==> config.mk <==
export PLATFORM = sky130hd
export DESIGN_NAME = mpeg_ps_ts_video_demux_unit
export DESIGN_NICKNAME = d
export VERILOG_FILES = /design/src/rtl/mpsd_pkg.sv /design/src/rtl/mpeg_ps_ts_video_demux_unit.sv
export SDC_FILE = /design/constraint.sdc
export NUM_CORES = 1
export LEC_CHECK = 0
export ABC_AREA = 1
export BUFFER_PORTS_ARGS = -buffer_cell sky130_fd_sc_hd__buf_2
export CAP_MARGIN = 0
export CORE_UTILIZATION = 40
export CTS_CLUSTER_SIZE = 10
export DETAILED_ROUTE_END_ITERATION = 12
export SETUP_SLACK_MARGIN = 0.4
export SLEW_MARGIN = 40
export SYNTH_ARGS = -nofsm -noshare
export SYNTH_HDL_FRONTEND = slang
export SYNTH_SLANG_ARGS = --single-unit
==> constraint.sdc <==
create_clock -name clk_i -period 12.1 [get_ports clk_i]
set_input_delay 0.605 -clock clk_i [delete_from_list [all_inputs] [get_ports clk_i]]
set_output_delay 0.605 -clock clk_i [all_outputs]
set_load 0.1 [all_outputs]
==> src/rtl/mpsd_pkg.sv <==
`timescale 1ns / 1ps
package mpsd_pkg;

  // parse phases
  localparam logic [3:0] PH_HUNT    = 4'd0;
  localparam logic [3:0] PH_PACK    = 4'd1;
  localparam logic [3:0] PH_LEN     = 4'd2;
  localparam logic [3:0] PH_SKIP    = 4'd3;
  localparam logic [3:0] PH_PES     = 4'd4;
  localparam logic [3:0] PH_PAYLOAD = 4'd5;
  localparam logic [3:0] PH_IDLE    = 4'd6;
  localparam logic [3:0] PH_TSSTART = 4'd7;
  localparam logic [3:0] PH_PASS    = 4'd8;

  // pes header sub-phases
  localparam logic [2:0] SUB_STUFF = 3'd0;  // stuffing or marker byte
  localparam logic [2:0] SUB_MARK  = 3'd1;  // stuffing limit hit, next byte is the marker
  localparam logic [2:0] SUB_BUF   = 3'd2;  // second byte of the buffer field
  localparam logic [2:0] SUB_CODE  = 3'd3;  // code byte after the buffer field
  localparam logic [2:0] SUB_DONE  = 3'd4;  // header end known
  localparam logic [2:0] SUB_MPEG2 = 3'd5;  // mpeg-2 header, waiting for its length

  // result kinds
  localparam logic [2:0] KIND_PAYLOAD  = 3'd0;
  localparam logic [2:0] KIND_PGM_END  = 3'd1;
  localparam logic [2:0] KIND_BAD_PACK = 3'd2;
  localparam logic [2:0] KIND_NOT_SYS  = 3'd3;
  localparam logic [2:0] KIND_BAD_ID   = 3'd4;
  localparam logic [2:0] KIND_STUFFING = 3'd5;
  localparam logic [2:0] KIND_BAD_SYNC = 3'd6;

  // configuration register indexes
  localparam logic [1:0] REG_MODE  = 2'd0;
  localparam logic [1:0] REG_PID   = 2'd1;
  localparam logic [1:0] REG_TRACK = 2'd2;

  // stream ids with fixed handling
  localparam logic [7:0] SID_PGM_END = 8'hB9;
  localparam logic [7:0] SID_PACK    = 8'hBA;
  localparam logic [7:0] SID_PRIV1   = 8'hBD;
  localparam logic [7:0] SID_AUDIO0  = 8'hC0;

  localparam logic [7:0]  SYNC_BYTE = 8'h47;
  localparam logic [23:0] START_CODE = 24'h000001;

endpackage

==> src/rtl/mpeg_ps_ts_video_demux_unit.sv <==
`timescale 1ns / 1ps
// a result is registered in the output register, or in the skid stage while
//   the output stalls; throughput: one input beat per cycle while the skid
//   stage is empty, so input runs while a result waits in the output register
// reset: asynchronous, active low; parser returns to start code hunt, registers
//   to mode 0, pid 0, track 0xE0
module mpeg_ps_ts_video_demux_unit #(
  parameter int TS_PACKET_BYTES = 188
) (
  input  logic        clk_i,
  input  logic        rst_ni,
  input  logic        s_axis_tvalid,
  output logic        s_axis_tready,
  input  logic [7:0]  s_axis_tdata,   // [7:0] data_byte
  input  logic        s_axis_tuser,   // [0] restart
  output logic        m_axis_tvalid,
  input  logic        m_axis_tready,
  output logic [7:0]  m_axis_tdata,   // [7:0] out_byte
  output logic [2:0]  m_axis_tuser,   // [2:0] kind
  input  logic        cfg_valid_i,
  output logic        cfg_ready_o,
  input  logic [1:0]  cfg_index_i,
  input  logic [15:0] cfg_data_i
);

  localparam logic [7:0] PktLast = 8'(TS_PACKET_BYTES);

  // configuration
  logic        mode_q;
  logic [12:0] pid_q;
  logic [7:0]  track_q;

  assign cfg_ready_o = 1'b1;

  always_ff @(posedge clk_i or negedge rst_ni) begin
    if (!rst_ni) begin
      mode_q  <= 1'b0;
      pid_q   <= '0;
      track_q <= 8'hE0;
    end else if (cfg_valid_i) begin
      case (cfg_index_i)
        mpsd_pkg::REG_MODE:  mode_q  <= cfg_data_i[0];
        mpsd_pkg::REG_PID:   pid_q   <= cfg_data_i[12:0];
        mpsd_pkg::REG_TRACK: track_q <= cfg_data_i[7:0];
        default: ;
      endcase
    end
  end

  // parser state
  logic [3:0]  phase_q, phase_d;
  logic [23:0] win_q, win_d;
  logic [8:0]  hc_q, hc_d, ht_q, ht_d;
  logic [15:0] plen_q, plen_d;
  logic [16:0] rem_q, rem_d;
  logic [2:0]  sub_q, sub_d;
  logic [7:0]  idx_q, idx_d, adapt_q, adapt_d;
  logic [3:0]  flags_q, flags_d;
  logic        await_q, await_d;

  // output skid: main and spare result registers
  logic       ovld_q, svld_q;
  logic [7:0] obyte_q, sbyte_q;
  logic [2:0] okind_q, skind_q;

  logic       acc;
  logic       res_v;
  logic [7:0] res_b;
  logic [2:0] res_k;

  assign s_axis_tready = ~svld_q;
  assign acc = s_axis_tvalid & s_axis_tready;

  logic [7:0] b;
  assign b = s_axis_tdata;

  // pes header byte helper values
  logic [8:0] hc1;
  logic [8:0] code_tgt;
  logic [3:0] bt;
  logic [16:0] pes_n;
  logic [7:0] idx1;
  logic [8:0] adapt_end;

  always_comb begin
    bt = b[7:4];
    code_tgt = hc_q + 9'd1 + ((bt == 4'd2) ? 9'd4 : (bt == 4'd3) ? 9'd9 : 9'd0);
  end

  always_comb begin
    logic [3:0] ph;
    logic       pes_go;
    logic       pes_en;
    phase_d = phase_q; win_d = win_q; hc_d = hc_q; ht_d = ht_q;
    plen_d = plen_q; rem_d = rem_q; sub_d = sub_q; idx_d = idx_q;
    adapt_d = adapt_q; flags_d = flags_q; await_d = await_q;
    res_v = 1'b0; res_b = '0; res_k = mpsd_pkg::KIND_PAYLOAD;
    hc1 = '0; pes_n = '0; idx1 = '0; adapt_end = '0; pes_go = 1'b0;
    ph = phase_q;
    if (s_axis_tuser) begin
      ph = mpsd_pkg::PH_HUNT; win_d = '1; idx_d = '0; await_d = 1'b1;
    end
    phase_d = ph;
    // in transport mode only payload bytes of a kept packet reach the pes header
    pes_en = (ph == mpsd_pkg::PH_PES) &&
             (!mode_q || (flags_q[0] && adapt_q == 8'd0 && idx_d > 8'd3 &&
                          !(idx_d == 8'd4 && flags_q[2])));
    // shared pes header byte step
    if (pes_en) begin
      if (hc_q == 9'd4) plen_d = {b, plen_q[7:0]};
      else if (hc_q == 9'd5) plen_d = {plen_q[15:8], b};
      else if (hc_q == 9'd6 && b[7:6] == 2'b10) begin
        sub_d = mpsd_pkg::SUB_MPEG2; ht_d = 9'd9;
      end else if (hc_q >= 9'd6) begin
        case (sub_q)
          mpsd_pkg::SUB_STUFF, mpsd_pkg::SUB_MARK: begin
            if (sub_q == mpsd_pkg::SUB_STUFF && b == 8'hFF) begin
              if (hc_q >= 9'd21) begin
                res_v = 1'b1; res_k = mpsd_pkg::KIND_STUFFING; sub_d = mpsd_pkg::SUB_MARK;
              end
            end else if (b[7:6] == 2'b01) sub_d = mpsd_pkg::SUB_BUF;
            else begin ht_d = code_tgt; sub_d = mpsd_pkg::SUB_DONE; end
          end
          mpsd_pkg::SUB_BUF: sub_d = mpsd_pkg::SUB_CODE;
          mpsd_pkg::SUB_CODE: begin ht_d = code_tgt; sub_d = mpsd_pkg::SUB_DONE; end
          mpsd_pkg::SUB_MPEG2: if (hc_q == 9'd8) begin
            ht_d = 9'd9 + {1'b0, b}; sub_d = mpsd_pkg::SUB_DONE;
          end
          default: ;
        endcase
      end
      hc1 = hc_q + 9'd1;
      pes_go = (sub_d == mpsd_pkg::SUB_DONE) && (hc1 >= ht_d);
      pes_n = 17'd6 + {1'b0, plen_d} - {8'd0, ht_d};
    end
    if (!mode_q) begin
      // program stream
      if (ph > mpsd_pkg::PH_PAYLOAD) begin ph = mpsd_pkg::PH_HUNT; win_d = '1; end
      phase_d = ph;
      case (ph)
        mpsd_pkg::PH_HUNT: begin
          if (win_d != mpsd_pkg::START_CODE) win_d = {win_d[15:0], b};
          else begin
            win_d = '1; hc_d = 9'd4;
            if (b == mpsd_pkg::SID_PGM_END) begin
              res_v = 1'b1; res_k = mpsd_pkg::KIND_PGM_END;
            end else if (b == mpsd_pkg::SID_PACK) begin
              phase_d = mpsd_pkg::PH_PACK; ht_d = 9'd12;
            end else if (b == mpsd_pkg::SID_PRIV1 || b == mpsd_pkg::SID_AUDIO0)
              phase_d = mpsd_pkg::PH_LEN;
            else if (b == track_q) begin
              phase_d = mpsd_pkg::PH_PES; sub_d = mpsd_pkg::SUB_STUFF;
            end else if (b < mpsd_pkg::SID_PGM_END) begin
              res_v = 1'b1; res_k = mpsd_pkg::KIND_NOT_SYS;
            end else phase_d = mpsd_pkg::PH_LEN;
          end
        end
        mpsd_pkg::PH_PACK: begin
          if (hc_q == 9'd4) begin
            if (b[7:6] == 2'b01) ht_d = 9'd14;
            else if (b[7:4] == 4'h2) ht_d = 9'd12;
            else begin
              phase_d = mpsd_pkg::PH_HUNT; win_d = '1;
              res_v = 1'b1; res_k = mpsd_pkg::KIND_BAD_PACK;
            end
          end else if (hc_q == 9'd13) ht_d = 9'd14 + {6'd0, b[2:0]};
          if (!res_v) begin
            hc_d = hc_q + 9'd1;
            if (hc_d >= ht_d) begin phase_d = mpsd_pkg::PH_HUNT; win_d = '1; end
          end
        end
        mpsd_pkg::PH_LEN: begin
          if (hc_q == 9'd4) begin plen_d = {b, 8'd0}; hc_d = 9'd5; end
          else begin
            plen_d = {plen_q[15:8], b};
            if (plen_d == 16'd0) begin phase_d = mpsd_pkg::PH_HUNT; win_d = '1; end
            else begin phase_d = mpsd_pkg::PH_SKIP; rem_d = {1'b0, plen_d}; end
          end
        end
        mpsd_pkg::PH_PES: begin
          hc_d = hc1;
          if (pes_go) begin
            if (!pes_n[16] && pes_n != 17'd0) begin
              phase_d = mpsd_pkg::PH_PAYLOAD; rem_d = pes_n;
            end else begin phase_d = mpsd_pkg::PH_HUNT; win_d = '1; end
          end
        end
        default: begin
          // skip and payload count through
          if (rem_q != 17'd0) rem_d = rem_q - 17'd1;
          if (rem_d == 17'd0) begin phase_d = mpsd_pkg::PH_HUNT; win_d = '1; end
          if (ph == mpsd_pkg::PH_PAYLOAD) begin
            res_v = 1'b1; res_b = b; res_k = mpsd_pkg::KIND_PAYLOAD;
          end
        end
      endcase
    end else begin
      // transport stream
      idx1 = idx_d + 8'd1;
      adapt_end = 9'd5 + {1'b0, b};
      if (idx_d == 8'd0 && b != mpsd_pkg::SYNC_BYTE) begin
        res_v = 1'b1; res_k = mpsd_pkg::KIND_BAD_SYNC;
        idx1 = 8'd0;
      end else if (idx_d == 8'd0) flags_d = '0;
      else if (idx_d == 8'd1)
        flags_d = {2'b00, b[6], b[4:0] == pid_q[12:8]};
      else if (idx_d == 8'd2) begin
        if (b != pid_q[7:0]) flags_d[0] = 1'b0;
      end else if (idx_d == 8'd3 || (idx_d == 8'd4 && flags_q[2])) begin
        logic do_begin, empty;
        do_begin = 1'b0; empty = 1'b0;
        if (idx_d == 8'd3) begin
          flags_d = flags_q | {b[4], b[5], 2'b00};
          adapt_d = '0;
          do_begin = ~flags_d[2];
        end else begin
          adapt_d = b;
          if (adapt_end > 9'(TS_PACKET_BYTES)) flags_d[0] = 1'b0;
          else begin do_begin = 1'b1; empty = (adapt_end == 9'(TS_PACKET_BYTES)); end
        end
        if (do_begin) begin
          if (!flags_d[0] || !flags_d[3]) flags_d[0] = 1'b0;
          else if (flags_d[1]) begin
            await_d = 1'b0;
            phase_d = empty ? mpsd_pkg::PH_IDLE : mpsd_pkg::PH_TSSTART;
            hc_d = '0;
          end else if (await_d) flags_d[0] = 1'b0;
        end
      end else if (adapt_q != 8'd0) adapt_d = adapt_q - 8'd1;
      else if (flags_q[0]) begin
        case (ph)
          mpsd_pkg::PH_TSSTART: begin
            if (hc_q < 9'd3) begin
              if (b != ((hc_q == 9'd2) ? 8'd1 : 8'd0)) phase_d = mpsd_pkg::PH_IDLE;
              else hc_d = hc_q + 9'd1;
            end else if (b[7:4] == 4'hE) begin
              phase_d = mpsd_pkg::PH_PES; sub_d = mpsd_pkg::SUB_STUFF; hc_d = 9'd4;
            end else begin
              phase_d = mpsd_pkg::PH_IDLE;
              res_v = 1'b1; res_k = mpsd_pkg::KIND_BAD_ID;
            end
          end
          mpsd_pkg::PH_PES: begin
            hc_d = hc1;
            if (pes_go) phase_d = mpsd_pkg::PH_PASS;
          end
          mpsd_pkg::PH_PASS: begin
            res_v = 1'b1; res_b = b; res_k = mpsd_pkg::KIND_PAYLOAD;
          end
          default: phase_d = mpsd_pkg::PH_IDLE;
        endcase
      end
      idx_d = (idx1 >= PktLast) ? 8'd0 : idx1;
    end
  end

  // commit parser state on accepted beat
  always_ff @(posedge clk_i or negedge rst_ni) begin
    if (!rst_ni) begin
      phase_q <= mpsd_pkg::PH_HUNT; win_q <= '1; hc_q <= '0; ht_q <= '0;
      plen_q <= '0; rem_q <= '0; sub_q <= mpsd_pkg::SUB_STUFF; idx_q <= '0;
      adapt_q <= '0; flags_q <= '0; await_q <= 1'b1;
    end else if (acc) begin
      phase_q <= phase_d; win_q <= win_d; hc_q <= hc_d; ht_q <= ht_d;
      plen_q <= plen_d; rem_q <= rem_d; sub_q <= sub_d; idx_q <= idx_d;
      adapt_q <= adapt_d; flags_q <= flags_d; await_q <= await_d;
    end
  end

  // result register with skid stage
  always_ff @(posedge clk_i or negedge rst_ni) begin
    if (!rst_ni) begin
      ovld_q <= 1'b0; svld_q <= 1'b0;
    end else begin
      if (!ovld_q || m_axis_tready) begin
        if (svld_q) begin
          ovld_q <= 1'b1; svld_q <= 1'b0;
        end else ovld_q <= acc & res_v;
      end else if (acc & res_v) svld_q <= 1'b1;
    end
  end

  always_ff @(posedge clk_i) begin
    if (!ovld_q || m_axis_tready) begin
      if (svld_q) begin obyte_q <= sbyte_q; okind_q <= skind_q; end
      else begin obyte_q <= res_b; okind_q <= res_k; end
    end else if (acc & res_v) begin
      sbyte_q <= res_b; skind_q <= res_k;
    end
  end

  assign m_axis_tvalid = ovld_q;
  assign m_axis_tdata  = obyte_q;
  assign m_axis_tuser  = okind_q;

`ifndef SYNTH
  // skid only fills while the output is stalled
  a_skid: assert property (@(posedge clk_i) disable iff (!rst_ni)
    svld_q |-> ovld_q) else $error("skid full with empty output");
  // packet counter stays inside the packet
  a_idx: assert property (@(posedge clk_i) disable iff (!rst_ni)
    idx_q < PktLast) else $error("packet index overrun");
  // a result kind other than payload carries a zero byte
  a_err_zero: assert property (@(posedge clk_i) disable iff (!rst_ni)
    (ovld_q && okind_q != mpsd_pkg::KIND_PAYLOAD) |-> obyte_q == 8'd0)
    else $error("error result with data");
`endif

endmodule

==> key figures, run 1 <==
Critical path
  • CP Class: reg2reg
  • Crit path launch type: register
  • Arrival time worst endpoint: 6.48 ns
  • Largest stage delay, worst path: 0.53 ns
  • Crit Path Max Fanout: 34
  • Most common cell on crit path: nand2_1
  • Setup crit end kind: register
  • Req. time, crit path: 12.42 ns
  • Slowest-stage cell, CP: dfrtp_1
  • Delay-heaviest family, CP: simple AND/OR/NAND/NOR gates
  • Buf/Inv on CP: 6

Place
  • Place WS: 5.60 ns
  • GP Congestion: 0.918
  • HPWL after DPL: around 31,000 microns
  • Placed cell area: 13,900 sq um
  • Dpl cells: 2,462
  • Buffers on Ports: 41

CTS
  • Post-cts gate resize count: 0
  • Sink Count: 149
  • CTS buffer count: 17
  • Latest clock arrival within the worst-skew pair: 0.45 ns
  • Clk pin slew, worst setup/hold paths: 0.07 ns
  • CTS root buffer: clkbuf_16
  • CTS tree: yes
  • Hold bufs inserted after CTS: 0
  • # Post-CTS Setup Buffers: 0
  • H-tree Lvls: 4
  • Clock buffer depth: 2

Synthesis
  • Fraction of the mapped netlist area in simple logic gates: between 30% and 40%
  • Top_reg_cell synth: dfrtp_1
  • Post-synthesis mux area share: less than 1%
  • Largest cells by area after synthesis: dfrtp_1 18%, nand2_1 15%, inv_1 7.3%, o21ai_0 5.7%, ha_1 5.5%
  • Area fraction of the dominant cell type after synthesis: 18.4%
  • Largest family of logic cells by synthesized area: simple AND/OR/NAND/NOR gates
  • Mapped Cells: 2,049
  • Post-Syn Nets: 2,141
  • Ys async rst share: 85.2%
  • Mapped Avg Cell Area: 6.56 sq um
  • Area leader, netlist: dfrtp_1
  • Sequential share of the synthesized area: between 20 and 30%
  • Post-synth EDFFs: 22
  • Yosys warning count: 0
  • Synth Area in Adders: 5.64%
  • Post-Syn Area: ~13,000 sq um
  • Register bit count reported by yosys: 149
  • Synth Area in XOR/XNOR: 3.06%
  • Unique cell type count in the Yosys netlist: 62
  • Compound-gate portion of the synthesized area: 19.2%

Final layout
  • Layout area overhead: 8.26%
  • Leading cell type in the layout, fill and taps excluded: nand2_1
  • Core Util, Final: 44.4%
  • Layout Cells excl Fill: between 2,000 and 2,500
  • Share of cells above drive strength 1: approximately a tenth
  • Design Area, Final: 14,600 sq um
  • Most frequent cells in the layout: 526 x nand2_1, 259 x inv_1, 180 x nor2_1
  • Layout Nets: 2,131

Timing
  • Slew Limit Fails: 0
  • Setup TNS: 0 ns
  • Final Cycle Share: 50.8%
  • Worst setup margin: 5.95 ns
  • Finish-stage setup viols: 0
  • Relative slew slack: 43.9%
  • Maximum clock rate: between 150 and 200 MHz
  • Smallest hold slack: 0.206 ns
  • Count of final hold-check violations: 0
  • Post-route minimum period: between 6 and 7 ns
  • Actual slew at the worst max-slew pin: 0.836 ns
  • Setup Skew: 0.0118 ns
  • RSZ-0062 raised after global routing: no

GRT
  • Met1 usage in global routing: 37.5%
  • Vias in the first global route: 13,000
  • Initial antenna violation count: 1
  • First-pass GRT wire length: 71,400 microns
  • Total grt overflow: 0
  • GRT Util Overall: 26.8%
  • Largest net degree at the start of global routing: 69
  • GR Layer Usage met2: 41.5%
  • Global routing's busiest layer: met2
  • Grt met3 use: 4.74%

Drt
  • Final ANT Viol Nets: 0
  • Starting DRT DRC Count: 1,442
  • Wire per inst: 17.9 microns
  • Vias/cell: 5.61
  • DRC Markers: 0
  • Wirelength, routed: 44,600 microns
  • Via count: around 14,000
  • Pre-antenna DRT Iters: 6

Die
  • Initial Util: 41.0%
  • Row count: 66
  • Die ar.: 34,400 sq um
  • Horiz. Die Dim: 185 microns
  • Die H: 185 microns
  • Core ar.: 32,800 sq um
  • Io pins: 46

Status
  • Status: finished clean

Pwr
  • Power Density: about 240 nW/um^2
  • Pleak: 6.99 nW
  • Maximum VDD drop: 127 uV
  • Power Total: 3.53 mW

Hold path
  • Hold WC Path Type: in2async

Job
  • Max_cap viols: 0
-- registers in the layout, indices dropped and copies added (netlist names), 9 cells and up --
signal,cells
win_q,24
hc_q,9
pid_q,13
rem_q,17
plen_q,16
ht_q,9
-- synth_stat cells, drive strengths merged (2+ instances only) --
cell type	n
a21oi	123
o41ai	2
or2	13
o21bai	3
xor2	31
nor2	198
nand3b	4
a21o	2
nand2	540
clkbuf	50
o211ai	15
clkinv	6
buf	32
dfrtp	99
a31oi	29
inv	270
o31ai	13
dfstp	28
nor3b	2
o22ai	23
o32ai	4
nand3	140
nor3	29
o21a	6
a22oi	13
nor4	36
nand4	30
edfxtp	22
o21ai	182
o221ai	9
xnor2	16
ha	59
mux2	5
-- power breakdown --
group / switching (mW) / internal (mW) / leakage (nW)
logic: 1.44 / 0.705 / 4.93
registers: 0.126 / 0.680 / 1.77
clock network: 0.237 / 0.340 / 0.301
total: 1.80 / 1.72 / 6.99
-- worst paths after layout --
kind,startpoint,end,slack (ns),depth (start not counted)
max,hc_q[0],rem_q[0],5.95,37
min,rst_ni,rem_q[13],0.21,1
max reg2reg,hc_q[0],rem_q[0],5.95,37
min reg2reg,track_q[6],track_q[6],0.50,2
max in group asynchronous,rst_ni,pid_q[4],10.86,2
min in group clk_i,cfg_data_i[10],pid_q[10],0.39,2
-- cell type report --
cell class	instances	area, sq um
fill	3470	18200
multi-input combinational	1542	8150
sequential	149	3870
inverter	276	1040
tap	442	553
clock buffer	19	454
timing repair buffer	53	313
clock inverter	13	170
antenna	1	2.50
-- worst reg2reg max path: cells and delay by family (launching register included) --
family	cells	cell delay [ns]
simple gates	20	2.61
compound gates	8	1.41
fa+ha+maj	3	0.97
flops	1	0.53
buf+inv	6	0.48
-- per-layer routing --
layer | vias to the layer above | wire length (microns) | part of all wire (%)
met3 | 63 | 3190 | 7.1
met2 | 537 | 19700 | 44
met4 | 0 | 996 | 2.2
met5 | - | 0 | 0
met1 | 6579 | 20700 | 46
li1 | 6807 | - | -
-- logic make-up after synthesis --
group,after synthesis
simple gates,993
compound gates,435
buf+inv,358
flops,149
fa+ha+maj,60
xor+xnor,47
mux,6
other cells,1
Power figures use the tool's default switching activity.
==> run 2, diff against run 1 <==
clock period = 6.3 ns   (was 12.1 ns; I/O delays follow)
==> run 2 against run 1 <==
Compared with the run above:
- sequential power grew 92%
- clock skew is essentially flat
- cell area grew 1.2%
- via count grew 0.16%
- routed wire length grew 0.70%
- critical path depth shrank 3
- highest routed layer unchanged
- critical path type unchanged
- power grew 94%
- die area is the same
- largest power group unchanged
- sequential share of layout area shrank 0.29 points
==> key figures, run 2 (synthesis gave the netlist of run 1 again) <==
Critical path
  • Crit path launch type: register
  • Req. time, crit path: 6.69 ns
  • Arrival time worst endpoint: 5.87 ns
  • Largest stage delay, worst path: 0.42 ns
  • CP Class: reg2reg
  • Setup crit end kind: register
  • Most common cell on crit path: nand2_1
  • Crit Path Max Fanout: 25
  • Slowest-stage cell, CP: nand2_2

Die
  • Row count: between 60 and 70
  • Core ar.: 32,800 sq um
  • Horiz. Die Dim: 185 microns
  • Die ar.: between 30,000 and 40,000 sq um
  • Die H: 185 microns
  • Io pins: 46
  • Initial Util: 41.0%

Timing
  • Count of final hold-check violations: 0
  • Setup TNS: 0 ns
  • Actual slew at the worst max-slew pin: 0.865 ns
  • Post-route minimum period: 5.48 ns
  • Relative slew slack: 42.0%
  • Slew Limit Fails: 0
  • Setup Skew: approximately 0.012 ns
  • Smallest hold slack: approximately 0.094 ns
  • Finish-stage setup viols: 0
  • Final Cycle Share: just under 90%
  • Maximum clock rate: 182 MHz
  • RSZ-0062 raised after global routing: no

GRT
  • Initial antenna violation count: 1
  • Vias in the first global route: 13,100
  • Total grt overflow: 0
  • Met1 usage in global routing: roughly two fifths
  • Grt met3 use: under 10%
  • Global routing's busiest layer: met2
  • GR Layer Usage met2: 43.1%
  • Largest net degree at the start of global routing: just over 70
  • First-pass GRT wire length: 72,600 microns
  • GRT Util Overall: 27.3%

Drt
  • Final ANT Viol Nets: 0
  • Wire per inst: approximately 18 microns
  • DRC Markers: 0
  • Via count: 14,000
  • Vias/cell: between 5 and 6
  • Starting DRT DRC Count: 1,362
  • Pre-antenna DRT Iters: 5
  • Wirelength, routed: 44,900 microns

Status
  • Status: finished clean

Final layout
  • Layout area overhead: 9.58%
  • Leading cell type in the layout, fill and taps excluded: nand2_1
  • Layout Nets: 2,155
  • Share of cells above drive strength 1: 11.3%
  • Biggest regs: win_q: 24 flops, rem_q: 17 flops, plen_q: 16 flops
  • Reg with most FFs: win_q
  • Most frequent cells in the layout: 526 x nand2_1, 260 x inv_1, 179 x nor2_1
  • Number of flip-flops in the largest register: 24

CTS
  • Clock buffer depth: 2
  • Sink Count: 149
  • H-tree Lvls: 4
  • Latest clock arrival within the worst-skew pair: 0.46 ns
  • CTS buffer count: 17
  • CTS tree: yes
  • Clk pin slew, worst setup/hold paths: 0.07 ns
  • CTS root buffer: clkbuf_16

Place
  • HPWL after DPL: 32,500 microns
  • GP Congestion: 0.968
  • Buffers on Ports: 41

Job
  • Max_cap viols: 0

Hold path
  • Hold WC Path Type: in2reg

Pwr
  • Maximum VDD drop: 238 uV
  • Sequential power share: 22.7%
  • Comb pwr share: about three fifths
  • Cell Int Power: 3.33 mW
  • Switching Fraction: roughly half
  • NetSw: 3.50 mW
  • Pleak: 7.09 nW
  • Clock power share: 15.8%
  • Power Density: roughly 460 nW/um^2
==> run 2: repair_timing <==
| item | CTS | global route |
|---|---|---|
| hold endpoints to repair | 53 | 0 |
| buffers inserted | 0 | 3 |
| endpoints found under the setup margin | 0 | 43 |
| gates resized for setup | 0 | 8 |
| hold buffers | 1 | 0 |
==> run 2: worst paths after layout <==
path,start,cells past startpoint,slack (ns),end
setup reg to reg,idx_q[0],34,0.82,win_q[4]
setup / recovery,idx_q[0],34,0.82,win_q[4]
hold / removal,cfg_data_i[9],2,0.09,pid_q[9]
min in group asynchronous,rst_ni,2,0.46,rem_q[13]
max in group asynchronous,rst_ni,3,4.79,pid_q[10]
hold reg to reg,track_q[5],2,0.50,track_q[5]
==> run 2: power groups by stage <==
stage,combinational (mW),clock (mW),sequential [mW]
2_1_floorplan,3.04,0,1.62
4_1_cts,4.14,1.10,1.55
3_3_place_gp,4.07,0,1.56
6_report,4.20,1.08,1.55
3_5_place_dp,4.12,0,1.56
5_1_grt,4.75,1.14,1.59
==> run 2: layout make-up <==
cell class,instances,area (sq um)
sequential,149,3880
clock buffer,22,485
inverter,276,1040
multi-input combinational,1542,8160
antenna,1,2.50
tap,442,553
timing repair buffer,77,492
clock inverter,10,120
fill,3502,18100
==> run 2: critical path: cells and delay by family, from the launching register on <==
family	cells	cell delay, ns
buffers and inverters	7	0.95
and+or+nand+nor	20	2.83
adders and majority gates	2	0.46
DFF	1	0.37
AOI/OAI and AO/OA	5	0.78
==> run 2: per-stage QoR <==
stage	total power [mW]	area (sq um)	std cells	worst slack [ns]	utilization [%]
after floorplan	4.66	13400	2049	1.77	-
after CTS	6.79	14700	2515	0.576	44.8
final	6.83	14700	2519	0.820	44.9
after global routing	7.47	14700	2518	0.407	44.9
after global placement	5.63	14100	2482	0.745	42.9
after detailed placement	5.67	14100	2482	0.623	42.9
==> run 2: metal layers <==
layer | share of wire, % | vias to the layer above | wire length [microns]
li1 | - | 6853 | -
met1 | 46 | 6615 | 20800
met2 | 45 | 477 | 20300
met3 | 6.5 | 63 | 2940
met4 | 1.9 | 0 | 872
met5 | 0 | - | 0
